### src/design/zplc_pkg.sv
// ----------------------------------------------------------------------------
// zplc_pkg
// Shared types and constants for the zero-padded linear convolution core.
// ----------------------------------------------------------------------------
package zplc_pkg;

  // Result and field widths
  localparam int OUT_BITS     = 37;
  localparam int SPAN_BITS    = 5;
  localparam int TAP_IDX_BITS = 5;

  // APB register file
  localparam int CFG_AW       = 3;
  localparam int CFG_DW       = 32;

  // Item opcodes
  localparam logic OP_TAP    = 1'b0;
  localparam logic OP_SAMPLE = 1'b1;

  // Register indexes (decoded from paddr[2])
  localparam logic REG_LEFT_SPAN  = 1'b0;
  localparam logic REG_RIGHT_SPAN = 1'b1;

  // Control broadcast to every cell of the chain
  typedef struct packed {
    logic tap_we;  // load coefficient into the cell whose index matches
    logic shift;   // history moves one cell down the chain
    logic clear;   // zero all history at end of block
  } zplc_ctl_t;

endpackage

### src/design/zplc_cfg.sv
// ----------------------------------------------------------------------------
// zplc_cfg
// APB span registers and span clamping to the chain length.
// ----------------------------------------------------------------------------
module zplc_cfg
  import zplc_pkg::*;
#(
  parameter int MAX_TAPS = 32,
  parameter int CW       = 7
) (
  input  logic              clk,
  input  logic              rst_n,
  input  logic              psel,
  input  logic              penable,
  input  logic              pwrite,
  input  logic [CFG_AW-1:0] paddr,
  input  logic [CFG_DW-1:0] pwdata,
  output logic [CFG_DW-1:0] prdata,
  output logic              pready,
  output logic [CW-1:0]     r_eff,
  output logic [CW-1:0]     ntaps
);

  logic [SPAN_BITS-1:0] left_span_r, left_span_nxt;
  logic [SPAN_BITS-1:0] right_span_r, right_span_nxt;
  logic                 reg_idx;
  logic                 wr_en;
  logic [CW-1:0]        lim, r_ext, l_ext, l_lim, l_eff;

  assign pready  = 1'b1;
  assign reg_idx = paddr[2];
  assign wr_en   = psel & penable & pwrite;

  always_comb begin
    left_span_nxt  = left_span_r;
    right_span_nxt = right_span_r;
    if (wr_en) begin
      case (reg_idx)
        REG_LEFT_SPAN:  left_span_nxt  = pwdata[SPAN_BITS-1:0];
        REG_RIGHT_SPAN: right_span_nxt = pwdata[SPAN_BITS-1:0];
        default: ;
      endcase
    end
  end

  always_ff @(posedge clk) begin
    if (!rst_n) begin
      left_span_r  <= '0;
      right_span_r <= '0;
    end else begin
      left_span_r  <= left_span_nxt;
      right_span_r <= right_span_nxt;
    end
  end

  always_comb begin
    case (reg_idx)
      REG_LEFT_SPAN:  prdata = CFG_DW'(left_span_r);
      REG_RIGHT_SPAN: prdata = CFG_DW'(right_span_r);
      default:        prdata = '0;
    endcase
  end

  // right span limited to the chain, left span to what remains
  assign lim   = CW'(MAX_TAPS - 1);
  assign r_ext = CW'(right_span_r);
  assign l_ext = CW'(left_span_r);
  assign r_eff = (r_ext > lim) ? lim : r_ext;
  assign l_lim = lim - r_eff;
  assign l_eff = (l_ext > l_lim) ? l_lim : l_ext;
  assign ntaps = l_eff + r_eff + CW'(1);

endmodule

### config.mk
export PLATFORM = sky130hd
export DESIGN_NAME = zplc_cfg
export DESIGN_NICKNAME = d
export VERILOG_FILES = /design/src/design/zplc_pkg.sv /design/src/design/zplc_cfg.sv
export SDC_FILE = /design/constraint.sdc
export NUM_CORES = 1
export LEC_CHECK = 0
export ABC_AREA = 1
export ABC_CLOCK_PERIOD_IN_PS = 5300
export BUFFER_PORTS_ARGS = -buffer_cell sky130_fd_sc_hd__buf_2
export CAP_MARGIN = 30
export CORE_MARGIN = 2
export CORE_UTILIZATION = 41
export CTS_BUF_LIST = sky130_fd_sc_hd__clkbuf_4 sky130_fd_sc_hd__clkbuf_8 sky130_fd_sc_hd__clkbuf_16
export DETAILED_ROUTE_END_ITERATION = 8
export PLACE_DENSITY = 0.85
export SLEW_MARGIN = 40
export SYNTH_ARGS = -nofsm -noshare
export SYNTH_HDL_FRONTEND = slang
export SYNTH_SLANG_ARGS = --single-unit
### constraint.sdc
create_clock -name clk -period 5.3 [get_ports clk]
set_input_delay 0.265 -clock clk [delete_from_list [all_inputs] [get_ports clk]]
set_output_delay 0.265 -clock clk [all_outputs]
set_load 0.005 [all_outputs]
==> metrics.md <==
| Metric | Value |
|---|---|
| RePlAce Congestion | 0.795 |
| Worst path slowest cell | fa_1 |
| TritonCTS buffer count | 3 |
| Nets | 221 |
| LEAKAGE | 0.648 nW |
| Cell variety after synth | 23 |
| First-pass GRT wire length | 2.79 mm |
| Worst Path Arrival | 2.55 ns |
| Reg area | 200 sq um |
| CTS HTree Levels | 1 |
| Gate Count Post-Synth | 146 |
| I/O pins | 87 |
| Reg2Reg Depth | 2 |
| Register area share after synthesis | 19.3% |
| # Post-CTS Setup Buffers | 0 |
| Critical Path Most Common Cell | nand2_1 |
| Final HPWL DP | 1.54 mm |
| Core box area | 2430 sq um |
| TritonCTS sink count | 10 |
| Via count | 857 |
| Antenna-violating nets left | 0 |
| Status | completed |
| Critical Path Sink | ntaps[4] |
| Initial antenna violation count | 0 |
| Final count of pins violating max slew | 0 |
| Crit path cell chain | ha_1 > a21oi_1 > nand2_1 > nand2_2 > nand2_4 > nand2_4 > nand2_1 > nand2_1 > ha_1 > inv_1 > fa_1 > nand3_1 > nand2_1 > xor2_1 > buf_2 |
| Synthesis-stage register bit count | 10 |
| 1st-iter DRT viols | 12 |
| CP Data Required Time | 5.04 ns |
| Clock-pin slew of the registers on the worst-case setup and hold paths | 0.06 ns |
| CP Class | reg -> out |
| Power per standard cell area | 156 nW/um^2 |
| Layout cells sized above 1 | 23.8% |
| Hold WC Path Type | in -> reg |
| Layout area overhead | 4.58% |
| Flop-to-flop setup slack | 4.59 ns |
| Mapped Avg Cell Area | 7.10 sq um |
| Critical path's top delay family | adder cells |
| Antenna fix cells | 0 |
| Clk buf depth | 2 |
| WL per Instance | 9.17 um |
| Final min period | 2.81 ns |
| Chip Width | 54.3 um |
| # hold bufs at CTS | 0 |
| DRC errors left | 0 |
| Most area-consuming cells after synthesis | buf_4 (22%), dfxtp_1 (19%), ha_1 (12%), nand2_1 (6.9%), a21oi_1 (5.3%) |
| RSZ-0062 raised after global routing | false |
| Vias in the first global route | 692 |
| Filler cells | 265 |
| All-Layer GR Usage | 13.1% |
| Final WL | 1.82 mm |
| DR vias/cell | 4.33 |
| Fmax | 355 MHz |
| Finished Layout Cells | 198 |
| Max Cap Violations | 0 |
| Height of the die | 54.3 um |
| Post-synth top area cell | buf_4 |
| Warnings, synthesis | 0 |
| Root buffer cell | clkbuf_4 |
| Area of the multi-input gates | 636 sq um |
| Starting Density | 42.6% |
| R2R Path Start | right_span_r[1]$_SDFFE_PN0P_ |
| Crit end category | primary output |
| TritonCTS clock tree | built |
| Final worst-path cycle share | 53.1% |
| Placed Cells | 195 |
| CTS resizes | 0 |
| Fin. Hold Viols | 0 |
| Slowest stage delay, CP | 0.43 ns |
| Peak VDD IR | 0.0983 mV |
| CP Buf/Inv Count | 2 |
| Max FO, Critical Path | 6 |
| Port Buffers | 26 |
| Worst Setup SP | left_span_r[2]$_SDFFE_PN0P_ |
| First-pass DRT Iterations | 4 |
| Mapped Area | 1040 sq um |
| Clk_lat worst skew | 0.27 ns |
| Critical path depth | 15 |
| R2R Path End | right_span_r[1]$_SDFFE_PN0P_ |
| Die area | 2950 sq um |
| Gr ovfl total | 0 |
| Final setup vio count | 0 |
| Core Rows | 18 |
| Pin count of the biggest net entering global routing | 11 |
| Setup tns final | 0 ns |
| Top cell type's share of synthesized area | 22.4% |
| Worst Clk Skew | 0 ns |
| Worst setup SP type | flop |
-- worst min path at each step --
stage,from,endpoint,slack [ns],cells past startpoint
floorplan,pwdata[1],left_span_r[1]$_SDFFE_PN0P_,0.40,2
global placement,left_span_r[0]$_SDFFE_PN0P_,left_span_r[0]$_SDFFE_PN0P_,0.50,2
detailed placement,left_span_r[0]$_SDFFE_PN0P_,left_span_r[0]$_SDFFE_PN0P_,0.51,2
CTS,pwdata[1],left_span_r[1]$_SDFFE_PN0P_,0.23,3
global route,pwdata[3],left_span_r[3]$_SDFFE_PN0P_,0.25,3
finish,pwdata[4],left_span_r[4]$_SDFFE_PN0P_,0.23,3
-- synth_stat cells --
library cell	count
xor2_1	3
nand4_2	1
nor2_1	8
nor2_2	1
dfxtp_1	10
a21oi_1	11
inv_2	3
o21bai_1	1
nand2_2	1
inv_1	11
ha_1	10
nand2_4	2
o21ai_0	9
nor2_4	1
fa_1	1
nand2_1	19
nand3_2	1
buf_4	31
o21ai_1	6
inv_4	1
nand3_1	8
conb_1	2
clkbuf_1	5
-- layout make-up --
type | instances | share of cell area, %
Multi-Input combinational cell | 114 | 58.6
Sequential cell | 10 | 18.5
Timing Repair Buffer | 26 | 12.0
Inverter | 15 | 5.42
Tap cell | 30 | 3.46
Clock buffer | 3 | 2.08
-- cells in the final DEF (no fill, tap or decap), drive strengths merged --
cell | netlist | layout
o21bai | 1 | 1
xor2 | 3 | 3
nand4 | 1 | 1
inv | 15 | 15
buf | 31 | 26
fa | 1 | 1
clkbuf | 5 | 3
nor2 | 10 | 10
a21oi | 11 | 11
conb | 2 | 31
ha | 10 | 10
dfxtp | 10 | 10
nand3 | 9 | 9
nand2 | 22 | 22
o21ai | 15 | 15
-- worst reg2reg max path, stage by stage (launching register included) --
cell,delay [ns]
dfxtp_1,0.42
inv_1,0.11
a21oi_1,0.12
-- stage by stage --
stage               power, mW  util (%)  hold WS [ns]  cell area, sq um  setup WS (ns)
finish                  0.170      44.6         0.233              1080           2.49
global route            0.181      44.6         0.246              1080           2.29
CTS                     0.171      44.6         0.234              1080           2.48
detailed placement      0.120      43.7         0.511              1060           2.78
global placement        0.119      43.7         0.504              1060           2.81
floorplan               0.122         -         0.400              1150           2.93
-- state kept, by name (all words and copies together), names as in the netlist --
register and count:
left_span_r 5, right_span_r 5
-- where the power goes --
| group | internal (mW) | switching, mW |
|---|---|---|
| Clock | 0.0262 | 0.0251 |
| Sequential | 0.0779 | 0.00300 |
| Combinational | 0.0144 | 0.0231 |
-- metal layers --
metal  vias to the layer above  GRT usage, %  part of all wire (%)
li1                        454             -                     -
met1                       368          15.1                    43
met2                        30          22.5                    49
met3                         5          1.64                   5.7
met4                         0          8.33                   2.0
met5                         -             0                     0
-- cell families after synthesis --
logic type,count (synthesis),synth area share (%)
fa+ha+maj,11,14.0
xor+xnor,3,2.53
other cells,2,0.724
flops,10,19.3
buf+inv,51,29.9
compound gates,27,13.3
simple gates,42,20.3
Note: power is estimated with default switching activity, not from simulation.
