<file path="config.mk">
export PLATFORM = sky130hd
export DESIGN_NAME = zplc_cell
export DESIGN_NICKNAME = d
export VERILOG_FILES = /design/src/design/zplc_pkg.sv /design/src/design/zplc_cell.sv
export SDC_FILE = /design/constraint.sdc
export NUM_CORES = 1
export LEC_CHECK = 0
export ABC_AREA = 1
export BUFFER_PORTS_ARGS = -buffer_cell sky130_fd_sc_hd__buf_2
export CORE_MARGIN = 2
export CORE_UTILIZATION = 63
export CTS_CLUSTER_DIAMETER = 50
export CTS_CLUSTER_SIZE = 12
export DETAILED_ROUTE_END_ITERATION = 16
export PLACE_DENSITY = 0.83
export SYNTH_ARGS = -nofsm -noshare
export SYNTH_HDL_FRONTEND = slang
export SYNTH_SLANG_ARGS = --single-unit
</file>
<file path="constraint.sdc">
create_clock -name clk -period 6.8 [get_ports clk]
set_clock_uncertainty 0.05 [all_clocks]
set_input_delay 0.34 -clock clk [delete_from_list [all_inputs] [get_ports clk]]
set_output_delay 0.34 -clock clk [all_outputs]
set_load 0.02 [all_outputs]
</file>
<file path="src/design/zplc_pkg.sv">
// ----------------------------------------------------------------------------
// zplc_pkg
// Shared types and constants for the zero-padded linear convolution core.
// ----------------------------------------------------------------------------
package zplc_pkg;

  // Result and field widths
  localparam int OUT_BITS     = 37;
  localparam int SPAN_BITS    = 5;
  localparam int TAP_IDX_BITS = 5;

  // APB register file
  localparam int CFG_AW       = 3;
  localparam int CFG_DW       = 32;

  // Item opcodes
  localparam logic OP_TAP    = 1'b0;
  localparam logic OP_SAMPLE = 1'b1;

  // Register indexes (decoded from paddr[2])
  localparam logic REG_LEFT_SPAN  = 1'b0;
  localparam logic REG_RIGHT_SPAN = 1'b1;

  // Control broadcast to every cell of the chain
  typedef struct packed {
    logic tap_we;  // load coefficient into the cell whose index matches
    logic shift;   // history moves one cell down the chain
    logic clear;   // zero all history at end of block
  } zplc_ctl_t;

endpackage

</file>
<file path="src/design/zplc_cell.sv">
// ----------------------------------------------------------------------------
// zplc_cell
// One tap of the chain: coefficient, history slot, product and a stage of
// the accumulation wave.
// ----------------------------------------------------------------------------
module zplc_cell
  import zplc_pkg::*;
#(
  parameter int SAMPLE_BITS = 16,
  parameter int CW          = 7,
  parameter int IDX         = 0
) (
  input  logic                          clk,
  input  logic                          rst_n,
  input  zplc_ctl_t                     ctl,
  input  logic [CW-1:0]                 wr_idx,
  input  logic signed [SAMPLE_BITS-1:0] tap_in,
  input  logic [CW-1:0]                 ntaps,
  input  logic signed [SAMPLE_BITS-1:0] hist_in,
  output logic signed [SAMPLE_BITS-1:0] hist_out,
  input  logic signed [OUT_BITS-1:0]    acc_in,
  input  logic                          vld_in,
  output logic signed [OUT_BITS-1:0]    acc_out,
  output logic                          vld_out
);

  logic signed [SAMPLE_BITS-1:0]   tap_r, tap_nxt;
  logic signed [SAMPLE_BITS-1:0]   hist_r, hist_nxt;
  logic signed [2*SAMPLE_BITS-1:0] prod_r;
  logic signed [OUT_BITS-1:0]      acc_r;
  logic                            vld_r;
  logic signed [63:0]              prod_ext;
  logic signed [OUT_BITS-1:0]      addend;

  always_comb begin
    tap_nxt = tap_r;
    if (ctl.tap_we && (wr_idx == CW'(IDX))) begin
      tap_nxt = tap_in;
    end
  end

  always_comb begin
    hist_nxt = hist_r;
    if (ctl.clear) begin
      hist_nxt = '0;
    end else if (ctl.shift) begin
      hist_nxt = hist_in;
    end
  end

  // taps past the active span contribute nothing
  assign prod_ext = 64'(prod_r);
  assign addend   = (CW'(IDX) < ntaps) ? prod_ext[OUT_BITS-1:0] : '0;

  always_ff @(posedge clk) begin
    if (!rst_n) begin
      tap_r  <= '0;
      hist_r <= '0;
      vld_r  <= 1'b0;
    end else begin
      tap_r  <= tap_nxt;
      hist_r <= hist_nxt;
      vld_r  <= vld_in;
    end
  end

  always_ff @(posedge clk) begin
    prod_r <= (2*SAMPLE_BITS)'(tap_r) * (2*SAMPLE_BITS)'(hist_r);
    if (vld_in) begin
      acc_r <= acc_in + addend;
    end
  end

  assign hist_out = hist_r;
  assign acc_out  = acc_r;
  assign vld_out  = vld_r;

endmodule

</file>
==> impl_metrics.tcl, run 1 <==
set metrics [dict create \
    status "finished, final reports clean" \
    die_width_um 167 \
    grt_first_pass_wirelength_mm 73.3 \
    numClockSinks 102 \
    stdcell_count 2733 \
    antenna_cells 0 \
    min_tclk_post_route_ps 6170 \
    unrepaired_setup_endpoints_after_global_routing "false" \
    fraction_of_final_layout_cells_with_drive_strength_greater_than_1_pct 8.30 \
    cpMostUsedCell "sky130_fd_sc_hd__fa_1" \
    yosys_warnings 0 \
    port_buffers 142 \
    fin_worst_hold_slack_ps 130 \
    fin_setup_tns_ps 0 \
    synthFlopType "sky130_fd_sc_hd__dfxtp_1" \
    first_global_vias 14979 \
    syn_nets 2778 \
    antenna_found_initial 0 \
    max-clock-path-buffers 2 \
    final_cell_area_um2 17900 \
    die_h_um 167 \
    min_period_over_period_pct 90.7 \
    synth_cell_types 36 \
    clock.fmax_ghz 0.162 \
    starting_density_of_the_core_pct 64.3 \
    area_after_dpl_um2 17600 \
    ys_seq_area_share_pct 14.4 \
    die_area_um2 27900 \
    drt-initial-drc-count 1339 \
    synth.mux.area_fraction_pct 0 \
    clk_lat_worst_skew_ps 380 \
    post-layout-total-power_mw 1.56 \
    power.density_nw_per_um2 86.7 \
    route.detailed.drc 0 \
    end_kind "flop" \
    hold_viol_final 0 \
    grt_util_all_layers_pct 33.0 \
    critical_path.max_stage_delay_ps 900 \
    clk_root_buffer_cell "sky130_fd_sc_hd__clkbuf_16" \
    finalSetupViolCount 0 \
    detail_route.vias_per_cell 5.30 \
    route.detailed.wl_per_inst_um 15.9 \
    routed-via-count 14480 \
    globalRoute.totalOverflow 0 \
    syn_area_um2 16800 \
    tritoncts.num_buffers 9 \
    synthesis.area_per_instance_um2 7.26 \
    critPathLaunchType "flop" \
    h-tree-depth 3 \
    rd_place_congestion 0.943 \
    critical_path_buf_inv_count 4 \
    cts_hold_buffers 0 \
    cell_total_after_placement 2717 \
    synth_area_in_xor_xnor_pct 2.35 \
    maxSlewHeadroom_pct 28.6 \
    synthArstFlopShare_pct 0 \
    synthesis.instances 2308 \
    fin_nets 2863 \
    num_io_pins 143 \
    max_slew.worst_pin.slew_ps 1070 \
    coreArea_um2 26100 \
    postCtsSetupRepairBufs 0 \
    required_ps 7020 \
    post_cts_resized 0 \
    maxCapViolations 0 \
    place.detailed.hpwl_mm 36.6 \
    power.leakage_nw 10.9 \
    synth_simple_gate_area_share_pct 23.0 \
    fillerInstances 2226 \
    drv_slew 0 \
    antenna_violating_nets_post_route 0 \
    clkTransAtPathRegs_ps 80 \
    hold_path.class "in2reg" \
    critPathMaxFanout 18 \
    layout-area-overhead-vs-synth_pct 7.14 \
    synth_top_family_by_area "adder cells" \
    max-vdd-ir-drop_mv 0.109 \
    floorplan.rows 59 \
    synth_compound_gate_area_share_pct 4.16 \
    worstPathCellList "nand2_1 -> inv_1 -> fa_1 -> fa_1 -> inv_1 -> fa_1 -> fa_1 -> fa_1 -> fa_1 -> inv_1 -> ha_1 -> nand2_1 -> nor2_1 -> nand2_1 -> inv_1 -> nand3_1 -> nand3_1 -> nand2_1" \
    post_synth_fa_ha_maj_area_fraction_pct 40.2 \
    ys_seq_elements 102 \
    arrival_time_reported_for_the_critical_path_endpoint_ps 6390 \
    critPathSlowestCell "sky130_fd_sc_hd__fa_1" \
    grt_max_degree 39 \
    critical_path.top_delay_family "adder cells" \
    synth_enable_flop_cells 37 \
    path_class "reg2reg" \
    drt_wl_total_mm 43.5 \
    tritoncts "built" \
    drt_pass1_iterations 6 \
]
## final cells by class
type / count / area (um2) / area share [%]
tap: 335 / 419 / 2.34
clock inverter: 7 / 81.3 / 0.453
inverter: 631 / 2370 / 13.2
multi-input combinational: 1500 / 11700 / 65.1
timing repair buffer: 149 / 763 / 4.25
sequential: 102 / 2410 / 13.4
clock buffer: 9 / 225 / 1.25
## per-stage QoR
stage                     worst slack, ps  utilization (%)
after global routing                  242             68.9
after floorplan                      1170                -
final                                 630             68.9
after detailed placement              615             67.7
after CTS                             606             68.9
after global placement                748             67.7
## registers in the layout, indices dropped and copies added (netlist names)
name / flops
acc_out: 37
hist_out: 16
prod_r: 32
tap_r: 16
vld_out: 1
## cell usage in the layout, fill, tap and decap left out, types with 3 or more instances in the layout
cell / instances
sky130_fd_sc_hd__clkbuf_16: 9
sky130_fd_sc_hd__inv_2: 3
sky130_fd_sc_hd__clkinv_4: 3
sky130_fd_sc_hd__a21oi_2: 4
sky130_fd_sc_hd__nor2_2: 5
sky130_fd_sc_hd__xor2_1: 38
sky130_fd_sc_hd__nand4_1: 19
sky130_fd_sc_hd__or2_2: 3
sky130_fd_sc_hd__dfxtp_1: 65
sky130_fd_sc_hd__nand3_1: 71
sky130_fd_sc_hd__xnor2_1: 7
sky130_fd_sc_hd__nand3_2: 3
sky130_fd_sc_hd__o21bai_1: 12
sky130_fd_sc_hd__buf_4: 7
sky130_fd_sc_hd__nor2_1: 153
sky130_fd_sc_hd__buf_2: 142
sky130_fd_sc_hd__a21oi_1: 65
sky130_fd_sc_hd__ha_1: 118
sky130_fd_sc_hd__o21ai_0: 18
sky130_fd_sc_hd__fa_1: 263
sky130_fd_sc_hd__nand2_2: 11
sky130_fd_sc_hd__edfxtp_1: 37
sky130_fd_sc_hd__nor3_1: 15
sky130_fd_sc_hd__nand2_1: 665
sky130_fd_sc_hd__inv_1: 626
sky130_fd_sc_hd__a211oi_1: 15
## metal layers
| layer | global-route usage (%) | vias to the layer above | routed length (um) |
|---|---|---|---|
| met5 | 0 | - | 0 |
| met4 | 12.3 | 0 | 1480 |
| met3 | 4.59 | 111 | 3230 |
| met2 | 56.2 | 608 | 21100 |
| met1 | 43.1 | 6899 | 17700 |
| li1 | - | 6862 | - |
## kinds of logic after synthesis
kind of cell             count (synthesis)
buffers and inverters                  706
flip-flops                             102
AO/OA/AOI/OAI                          119
AND/OR/NAND/NOR                        955
XOR/XNOR                                45
adder cells (fa/ha/maj)                381
## cells in the mapped netlist, types with 4 or more instances
| library cell | count | share of area, % |
|---|---|---|
| sky130_fd_sc_hd__fa_1 | 263 | 31 |
| sky130_fd_sc_hd__a211oi_1 | 15 | 0.67 |
| sky130_fd_sc_hd__xor2_1 | 38 | 2.0 |
| sky130_fd_sc_hd__dfxtp_1 | 65 | 7.8 |
| sky130_fd_sc_hd__a21oi_1 | 65 | 1.9 |
| sky130_fd_sc_hd__xnor2_1 | 7 | 0.37 |
| sky130_fd_sc_hd__ha_1 | 118 | 8.8 |
| sky130_fd_sc_hd__nand2_2 | 11 | 0.41 |
| sky130_fd_sc_hd__nand4_1 | 19 | 0.71 |
| sky130_fd_sc_hd__nor2_2 | 5 | 0.19 |
| sky130_fd_sc_hd__inv_1 | 626 | 14 |
| sky130_fd_sc_hd__nor3_1 | 15 | 0.45 |
| sky130_fd_sc_hd__a21oi_2 | 4 | 0.21 |
| sky130_fd_sc_hd__nand3_1 | 71 | 2.1 |
| sky130_fd_sc_hd__nor2_1 | 153 | 3.4 |
| sky130_fd_sc_hd__clkbuf_1 | 70 | 1.6 |
| sky130_fd_sc_hd__o21bai_1 | 12 | 0.54 |
| sky130_fd_sc_hd__nand2_1 | 665 | 15 |
| sky130_fd_sc_hd__o21ai_0 | 18 | 0.54 |
| sky130_fd_sc_hd__edfxtp_1 | 37 | 6.6 |
## power by group
| group | internal, mW | switching (mW) | total, mW |
|---|---|---|---|
| clock network | 0.265 | 0.293 | 0.557 |
| logic | 0.109 | 0.201 | 0.309 |
| registers | 0.666 | 0.0242 | 0.690 |
## worst min-delay path, stage by stage
cell and delay [ps]:
sky130_fd_sc_hd__buf_2 90, sky130_fd_sc_hd__nand2_1 40, sky130_fd_sc_hd__inv_1 40
## path summary, 6_finish.rpt
kind / start / end / slack (ps) / depth (start not counted)
setup / recovery: hist_out[1] / prod_r[29] / 630 / 18
hold / removal: rst_n / vld_out / 130 / 3
hold reg to reg: hist_out[5] / hist_out[5] / 520 / 2
setup reg to reg: hist_out[1] / prod_r[29] / 630 / 18
Note: power is estimated with default switching activity, not from simulation.
==> run 2: changes to the inputs <==
--- a/config.mk
+++ b/config.mk
@@ -6,12 +6,12 @@
 export NUM_CORES = 1
 export LEC_CHECK = 0
-export ABC_AREA = 1
 export BUFFER_PORTS_ARGS = -buffer_cell sky130_fd_sc_hd__buf_2
 export CORE_MARGIN = 2
-export CORE_UTILIZATION = 63
+export CORE_UTILIZATION = 62
 export CTS_CLUSTER_DIAMETER = 50
 export CTS_CLUSTER_SIZE = 12
 export DETAILED_ROUTE_END_ITERATION = 16
-export PLACE_DENSITY = 0.83
+export PLACE_DENSITY = 0.82
+export SKIP_LAST_GASP = 1
 export SYNTH_ARGS = -nofsm -noshare
 export SYNTH_HDL_FRONTEND = slang
--- a/constraint.sdc
+++ b/constraint.sdc
@@ -3,3 +3,3 @@
 set_input_delay 0.34 -clock clk [delete_from_list [all_inputs] [get_ports clk]]
 set_output_delay 0.34 -clock clk [all_outputs]
-set_load 0.02 [all_outputs]
+set_load 0.1 [all_outputs]
==> run 2 against run 1 <==
Against the previous run: maximum frequency down 5.1%; register-to-register slack worse by 330 ps; synthesized cell count down 34%; flip-flop and latch count stayed put; sequential share of layout area up 1.5 points; critical path depth grew 1; cell count shrank 28%; largest power group unchanged; highest routed layer unchanged.
==> impl_metrics.tcl, run 2 <==
set metrics [dict create \
    rd_place_congestion 0.907 \
    routed-via-count 10788 \
    synthesis.area_per_instance_um2 9.67 \
    holdCritStartpoint "hist_in[10]" \
    numClockSinks 102 \
    route.detailed.drc 0 \
    utilization_pct 69.1 \
    synthArstFlopShare_pct 0 \
    required_ps 7030 \
    grt_util_all_layers_pct 28.9 \
    drv_slew 0 \
    layout.cells.most_common_list "sky130_fd_sc_hd__inv_1, sky130_fd_sc_hd__fa_1, sky130_fd_sc_hd__and2_1" \
    synth_common_cells "sky130_fd_sc_hd__inv_1, sky130_fd_sc_hd__fa_1, sky130_fd_sc_hd__and2_1" \
    layout-area-overhead-vs-synth_pct 9.76 \
    power.density_nw_per_um2 103 \
    antenna_violating_nets_post_route 0 \
    syn_nets 1989 \
    h-tree-depth 3 \
    ys_seq_elements 102 \
    min_period_over_period_pct 95.6 \
    port_buffers 142 \
    detailedPlace.worstSlack_ps 288 \
    drt_pass1_iterations 7 \
    global_route.peak_usage_layer "met2" \
    first_global_vias 11594 \
    power.leakage_nw 8.46 \
    finalSetupViolCount 0 \
    synth.most_common_cell "sky130_fd_sc_hd__inv_1" \
    synthFlopType "sky130_fd_sc_hd__dfxtp_1" \
    ys_seq_area_share_pct 16.4 \
    clk_lat_worst_skew_ps 360 \
    max-clock-path-buffers 2 \
    fin_setup_tns_ps 0 \
    drt_wl_total_mm 34.0 \
    clock.fmax_ghz 0.154 \
    min_tclk_post_route_ps 6500 \
    starting_density_of_the_core_pct 63.0 \
    worst_setup_path_startpoint "hist_out[8]" \
    coreArea_um2 23300 \
    hold_viol_final 0 \
    tritoncts.num_buffers 9 \
    globalRoute.totalOverflow 0 \
    max_slew.worst_pin.slew_ps 929 \
    floorplan.rows 56 \
    postCtsSetupRepairBufs 0 \
    clk_root_buffer_cell "sky130_fd_sc_hd__clkbuf_16" \
    hold_path.class "in2reg" \
    antenna_cells 0 \
    largest_register_ff_count 37 \
    critPathMaxFanout 15 \
    reg2reg_from "hist_out[8]" \
    die_h_um 158 \
    num_io_pins 143 \
    post-layout-total-power_mw 1.65 \
    status "finished, final reports clean" \
    place.detailed.hpwl_mm 27.9 \
    max-vdd-ir-drop_mv 0.117 \
    maxSlewHeadroom_pct 37.9 \
    path_class "reg2reg" \
    drt-initial-drc-count 939 \
    route.detailed.wl_per_inst_um 17.3 \
    yosys_warnings 0 \
    synth_cell_types 58 \
    detail_route.vias_per_cell 5.47 \
    arrival_time_reported_for_the_critical_path_endpoint_ps 6730 \
    clkTransAtPathRegs_ps 90 \
    grt_max_degree 39 \
    tritoncts "built" \
    fraction_of_final_layout_cells_with_drive_strength_greater_than_1_pct 11.9 \
    die_area_um2 24900 \
    met1_usage_pct 38.7 \
    synthDominantCellAreaShare_pct 35.8 \
    routing_usage_on_met3_pct 5.23 \
    critPathLaunchType "flop" \
    synth_top_cell_by_area "sky130_fd_sc_hd__fa_1" \
    grt_util_met2_pct 48.4 \
    layout.cells.most_common "sky130_fd_sc_hd__inv_1" \
    synth_enable_flop_cells 37 \
    pnr_worst_setup_slack_ps 299 \
    syn_area_um2 14700 \
    fin_nets 2117 \
    die_width_um 158 \
    unrepaired_setup_endpoints_after_global_routing "false" \
    synthesis.instances 1519 \
    end_kind "flop" \
    antenna_found_initial 0 \
    grt_first_pass_wirelength_mm 56.4 \
    synthTopCellsByArea "sky130_fd_sc_hd__fa_1, sky130_fd_sc_hd__ha_1, sky130_fd_sc_hd__dfxtp_1, sky130_fd_sc_hd__edfxtp_1, sky130_fd_sc_hd__inv_1" \
    maxCapViolations 0 \
]
[run 2: cell types whose count changed after synthesis, sizes merged, moves of 46 or more]
| cell | delta |
|---|---|
| nor2 | -106 |
| inv | -345 |
| nand3 | -64 |
| xnor2 | +46 |
| nand2 | -533 |
| and2 | +158 |
[run 2: layout make-up]
type / instances / area (um2)
clock buffer: 9 / 225
clock inverter: 7 / 97.6
fill: 1782 / 7210
inverter: 284 / 1070
multi-input combinational: 1084 / 11000
sequential: 102 / 2410
tap: 319 / 399
timing repair buffer: 166 / 891
[run 2: logic make-up after synthesis]
| family | count (synthesis) | synth area share (%) |
|---|---|---|
| multiplexers | 32 | 2.18 |
| adder cells (fa/ha/maj) | 381 | 45.9 |
| XOR/XNOR | 66 | 3.93 |
| AO/OA/AOI/OAI | 163 | 7.62 |
| buffers and inverters | 333 | 8.51 |
| AND/OR/NAND/NOR | 442 | 15.4 |
| flip-flops | 102 | 16.4 |
[run 2: stage by stage]
| step | cells | hold WS (ps) | area [um2] |
|---|---|---|---|
| 5_1_grt | 1971 | 163 | 16100 |
| 4_1_cts | 1971 | 155 | 16100 |
| 6_report | 1971 | 163 | 16100 |
| 2_1_floorplan | 1519 | 402 | 14700 |
| 3_3_place_gp | 1955 | 525 | 15800 |
| 3_5_place_dp | 1955 | 534 | 15800 |
[run 2: power by group]
group | leakage (nW) | switching (mW) | internal (mW)
clock network | 0.159 | 0.274 | 0.300
logic | 7.42 | 0.286 | 0.106
registers | 0.889 | 0.0195 | 0.666
[run 2: worst max-delay path, cell delays in order, from the launching register on]
cell	delay, ps
sky130_fd_sc_hd__dfxtp_1	820
sky130_fd_sc_hd__nand2_1	190
sky130_fd_sc_hd__fa_1	590
sky130_fd_sc_hd__inv_1	60
sky130_fd_sc_hd__fa_1	520
sky130_fd_sc_hd__fa_1	600
sky130_fd_sc_hd__fa_1	460
sky130_fd_sc_hd__fa_1	510
sky130_fd_sc_hd__inv_1	50
sky130_fd_sc_hd__fa_1	470
sky130_fd_sc_hd__inv_1	40
sky130_fd_sc_hd__ha_1	330
sky130_fd_sc_hd__and3_1	210
sky130_fd_sc_hd__a221o_1	310
sky130_fd_sc_hd__a31oi_1	210
sky130_fd_sc_hd__o21ai_0	160
sky130_fd_sc_hd__a221oi_1	390
sky130_fd_sc_hd__o31ai_1	130
sky130_fd_sc_hd__a21oi_1	190
sky130_fd_sc_hd__xnor2_1	130
[run 2: per-layer routing]
metal,up-vias,wire [um]
met5,-,0
met4,0,885
met3,76,2840
met2,515,16000
met1,5200,14300
li1,4997,-
[run 2: final timing paths]
path	to	slack [ps]	cells after the start
setup reg to reg	prod_r[30]	300	19
hold reg to reg	hist_out[15]	580	2
hold / removal	hist_out[10]	160	3
setup / recovery	prod_r[30]	300	19
[run 2: what timing repair did]
| item | in CTS | in global routing |
|---|---|---|
| setup endpoints to repair | 0 | 1 |
| gates resized for setup | 0 | 3 |
| hold buffers | 0 | 0 |
==> run 3: changes to the inputs <==
ABC_AREA = 1   (was default)
CORE_ASPECT_RATIO = 1.75   (was default)
CORE_UTILIZATION = 63   (was 62)
PLACE_DENSITY = 0.83   (was 0.82)
==> run 3 against run 2 <==
Against the previous run: flip-flop and latch count unchanged; non-clock buffer count is 6 higher; count of clock-buffer cells in the layout unchanged; global-route usage grew 6.3 points; sequential power is essentially flat.
==> impl_metrics.tcl, run 3 (same netlist as run 1, synthesis figures left out) <==
set metrics [dict create \
    hold-path-cell-count 3 \
    setup_slack_on_the_worst_flop_to_flop_path_ps 610 \
    numClockSinks 102 \
    cts_hold_buffers 0 \
    cpMostUsedCell "sky130_fd_sc_hd__fa_1" \
    critical_path.max_stage_delay_ps 740 \
    power.density_nw_per_um2 93.6 \
    fraction_of_final_layout_cells_with_drive_strength_greater_than_1_pct 9.17 \
    die_area_um2 28000 \
    route.detailed.wl_per_inst_um 17.1 \
    tritoncts "built" \
    critPathSlowestCell "sky130_fd_sc_hd__fa_1" \
    h-tree-depth 3 \
    critical_path.top_delay_family "adder cells" \
    worst_r2r_endpoint "prod_r[24]" \
    port_buffers 142 \
    end_kind "flop" \
    die_width_um 127 \
    drt-initial-drc-count 720 \
    drv_slew 0 \
    clk_lat_worst_skew_ps 390 \
    min_period_over_period_pct 91.0 \
    seq_area_um2 2410 \
    hold_path.class "in2reg" \
    status "finished, final reports clean" \
    coreArea_um2 26400 \
    fin_nets 2886 \
    first_global_vias 15771 \
    holdCritStartpoint "tap_in[4]" \
    reg2reg_from "hist_out[4]" \
    layout-area-overhead-vs-synth_pct 8.09 \
    required_ps 7080 \
    met1_usage_pct 33.2 \
    multi_input_comb_area_um2 11700 \
    grt_util_all_layers_pct 35.2 \
    layout.cells.most_common_list "sky130_fd_sc_hd__nand2_1, sky130_fd_sc_hd__inv_1, sky130_fd_sc_hd__fa_1" \
    fillerInstances 2229 \
    drt_wl_total_mm 46.9 \
    drt_pass1_iterations 8 \
    grt_max_degree 39 \
    post-layout-total-power_mw 1.69 \
    postCtsSetupRepairBufs 0 \
    starting_density_of_the_core_pct 63.5 \
    largest_register_ff_count 37 \
    rd_place_congestion 1.02 \
    finalSetupViolCount 0 \
    routed-via-count 14595 \
    layout.cells.most_common "sky130_fd_sc_hd__nand2_1" \
    num_io_pins 143 \
    min_tclk_post_route_ps 6190 \
    critPathLaunchType "flop" \
    place.detailed.hpwl_mm 39.9 \
    antenna_violating_nets_post_route 0 \
    max-clock-path-buffers 2 \
    post_cts_resized 0 \
    unrepaired_setup_endpoints_after_global_routing "false" \
    path_class "reg2reg" \
    grt_util_met2_pct 65.1 \
    worstPathCellList "nand2_1 -> fa_1 -> inv_1 -> fa_1 -> fa_1 -> fa_1 -> fa_1 -> inv_1 -> fa_1 -> inv_1 -> ha_1 -> nand2_1 -> nor2_1 -> nand2_1 -> inv_1 -> nand4_1 -> nand3_1 -> nand2_1 -> nand2_1" \
    fin_setup_tns_ps 0 \
    floorplan.rows 79 \
    antenna_found_initial 1 \
    route.detailed.drc 0 \
    die_h_um 220 \
    antenna_cells 0 \
    hold_viol_final 0 \
    clkTransAtPathRegs_ps 80 \
    clock.fmax_ghz 0.162 \
    maxCapViolations 0 \
    clk_root_buffer_cell "sky130_fd_sc_hd__clkbuf_16" \
    grt_first_pass_wirelength_mm 75.5 \
    reg2regPathDepth 19 \
    power.leakage_nw 11.0 \
    maxSlewHeadroom_pct 28.2 \
    max-vdd-ir-drop_mv 0.135 \
    critical_path_buf_inv_count 4 \
    arrival_time_reported_for_the_critical_path_endpoint_ps 6470 \
    globalRoute.totalOverflow 0 \
    critPathMaxFanout 13 \
    min_delay_worst_endpoint "tap_r[4]" \
    global_route.peak_usage_layer "met2" \
    routing_usage_on_met3_pct 5.61 \
    detail_route.vias_per_cell 5.32 \
    tritoncts.num_buffers 9 \
    max_slew.worst_pin.slew_ps 1080 \
]
==> run 3: per-stage QoR <==
stage | hold WS (ps) | utilization [%] | setup slack [ps] | std cells | instance area, um2
2_1_floorplan | 383 | - | 616 | 2308 | 16800
3_3_place_gp | 440 | 67.5 | 710 | 2729 | 17800
3_5_place_dp | 438 | 67.5 | 601 | 2729 | 17800
4_1_cts | 132 | 68.6 | 595 | 2745 | 18100
5_1_grt | 152 | 68.6 | 278 | 2745 | 18100
6_report | 141 | 68.6 | 614 | 2745 | 18100
==> run 3: worst register-to-register path: stages, from the launching register on <==
cell                      delay [ps]
sky130_fd_sc_hd__dfxtp_1         720
sky130_fd_sc_hd__nand2_1         280
sky130_fd_sc_hd__fa_1            590
sky130_fd_sc_hd__inv_1            70
sky130_fd_sc_hd__fa_1            740
sky130_fd_sc_hd__fa_1            510
sky130_fd_sc_hd__fa_1            510
sky130_fd_sc_hd__fa_1            500
sky130_fd_sc_hd__inv_1            50
sky130_fd_sc_hd__fa_1            480
sky130_fd_sc_hd__inv_1            40
sky130_fd_sc_hd__ha_1            380
sky130_fd_sc_hd__nand2_1         140
sky130_fd_sc_hd__nor2_1          390
sky130_fd_sc_hd__nand2_1         100
sky130_fd_sc_hd__inv_1            90
sky130_fd_sc_hd__nand4_1         210
sky130_fd_sc_hd__nand3_1         170
sky130_fd_sc_hd__nand2_1          60
sky130_fd_sc_hd__nand2_1          50
==> run 3: layer usage <==
layer  routed length, um  share of wire (%)
met1               15300                 33
met2               24500                 52
met3                2550                5.4
met4                4540                9.7
met5                  13              0.028
==> run 3: power breakdown <==
part	total [mW]	switching, mW	internal [mW]
Clock	0.562	0.272	0.291
Combinational	0.447	0.335	0.112
Sequential	0.685	0.0194	0.666
==> run 3: worst max-delay path by stage <==
| stage | cells past startpoint | endpoint | from | slack, ps |
|---|---|---|---|---|
| floorplan | 22 | prod_r[31] | hist_out[3] | 620 |
| global placement | 18 | prod_r[24] | hist_out[4] | 710 |
| detailed placement | 18 | prod_r[24] | hist_out[4] | 600 |
| CTS | 18 | prod_r[24] | hist_out[4] | 600 |
| global route | 19 | prod_r[24] | hist_out[4] | 280 |
| finish | 19 | prod_r[24] | hist_out[4] | 610 |
==> run 3: cell type report <==
cell class	instances	share of cell area, %
clock buffers	9	1.24
clock inverters	7	0.449
inverters	631	13.1
multi-input cells	1500	64.5
flip-flops and latches	102	13.3
well taps	324	2.24
repair buffers	172	5.17
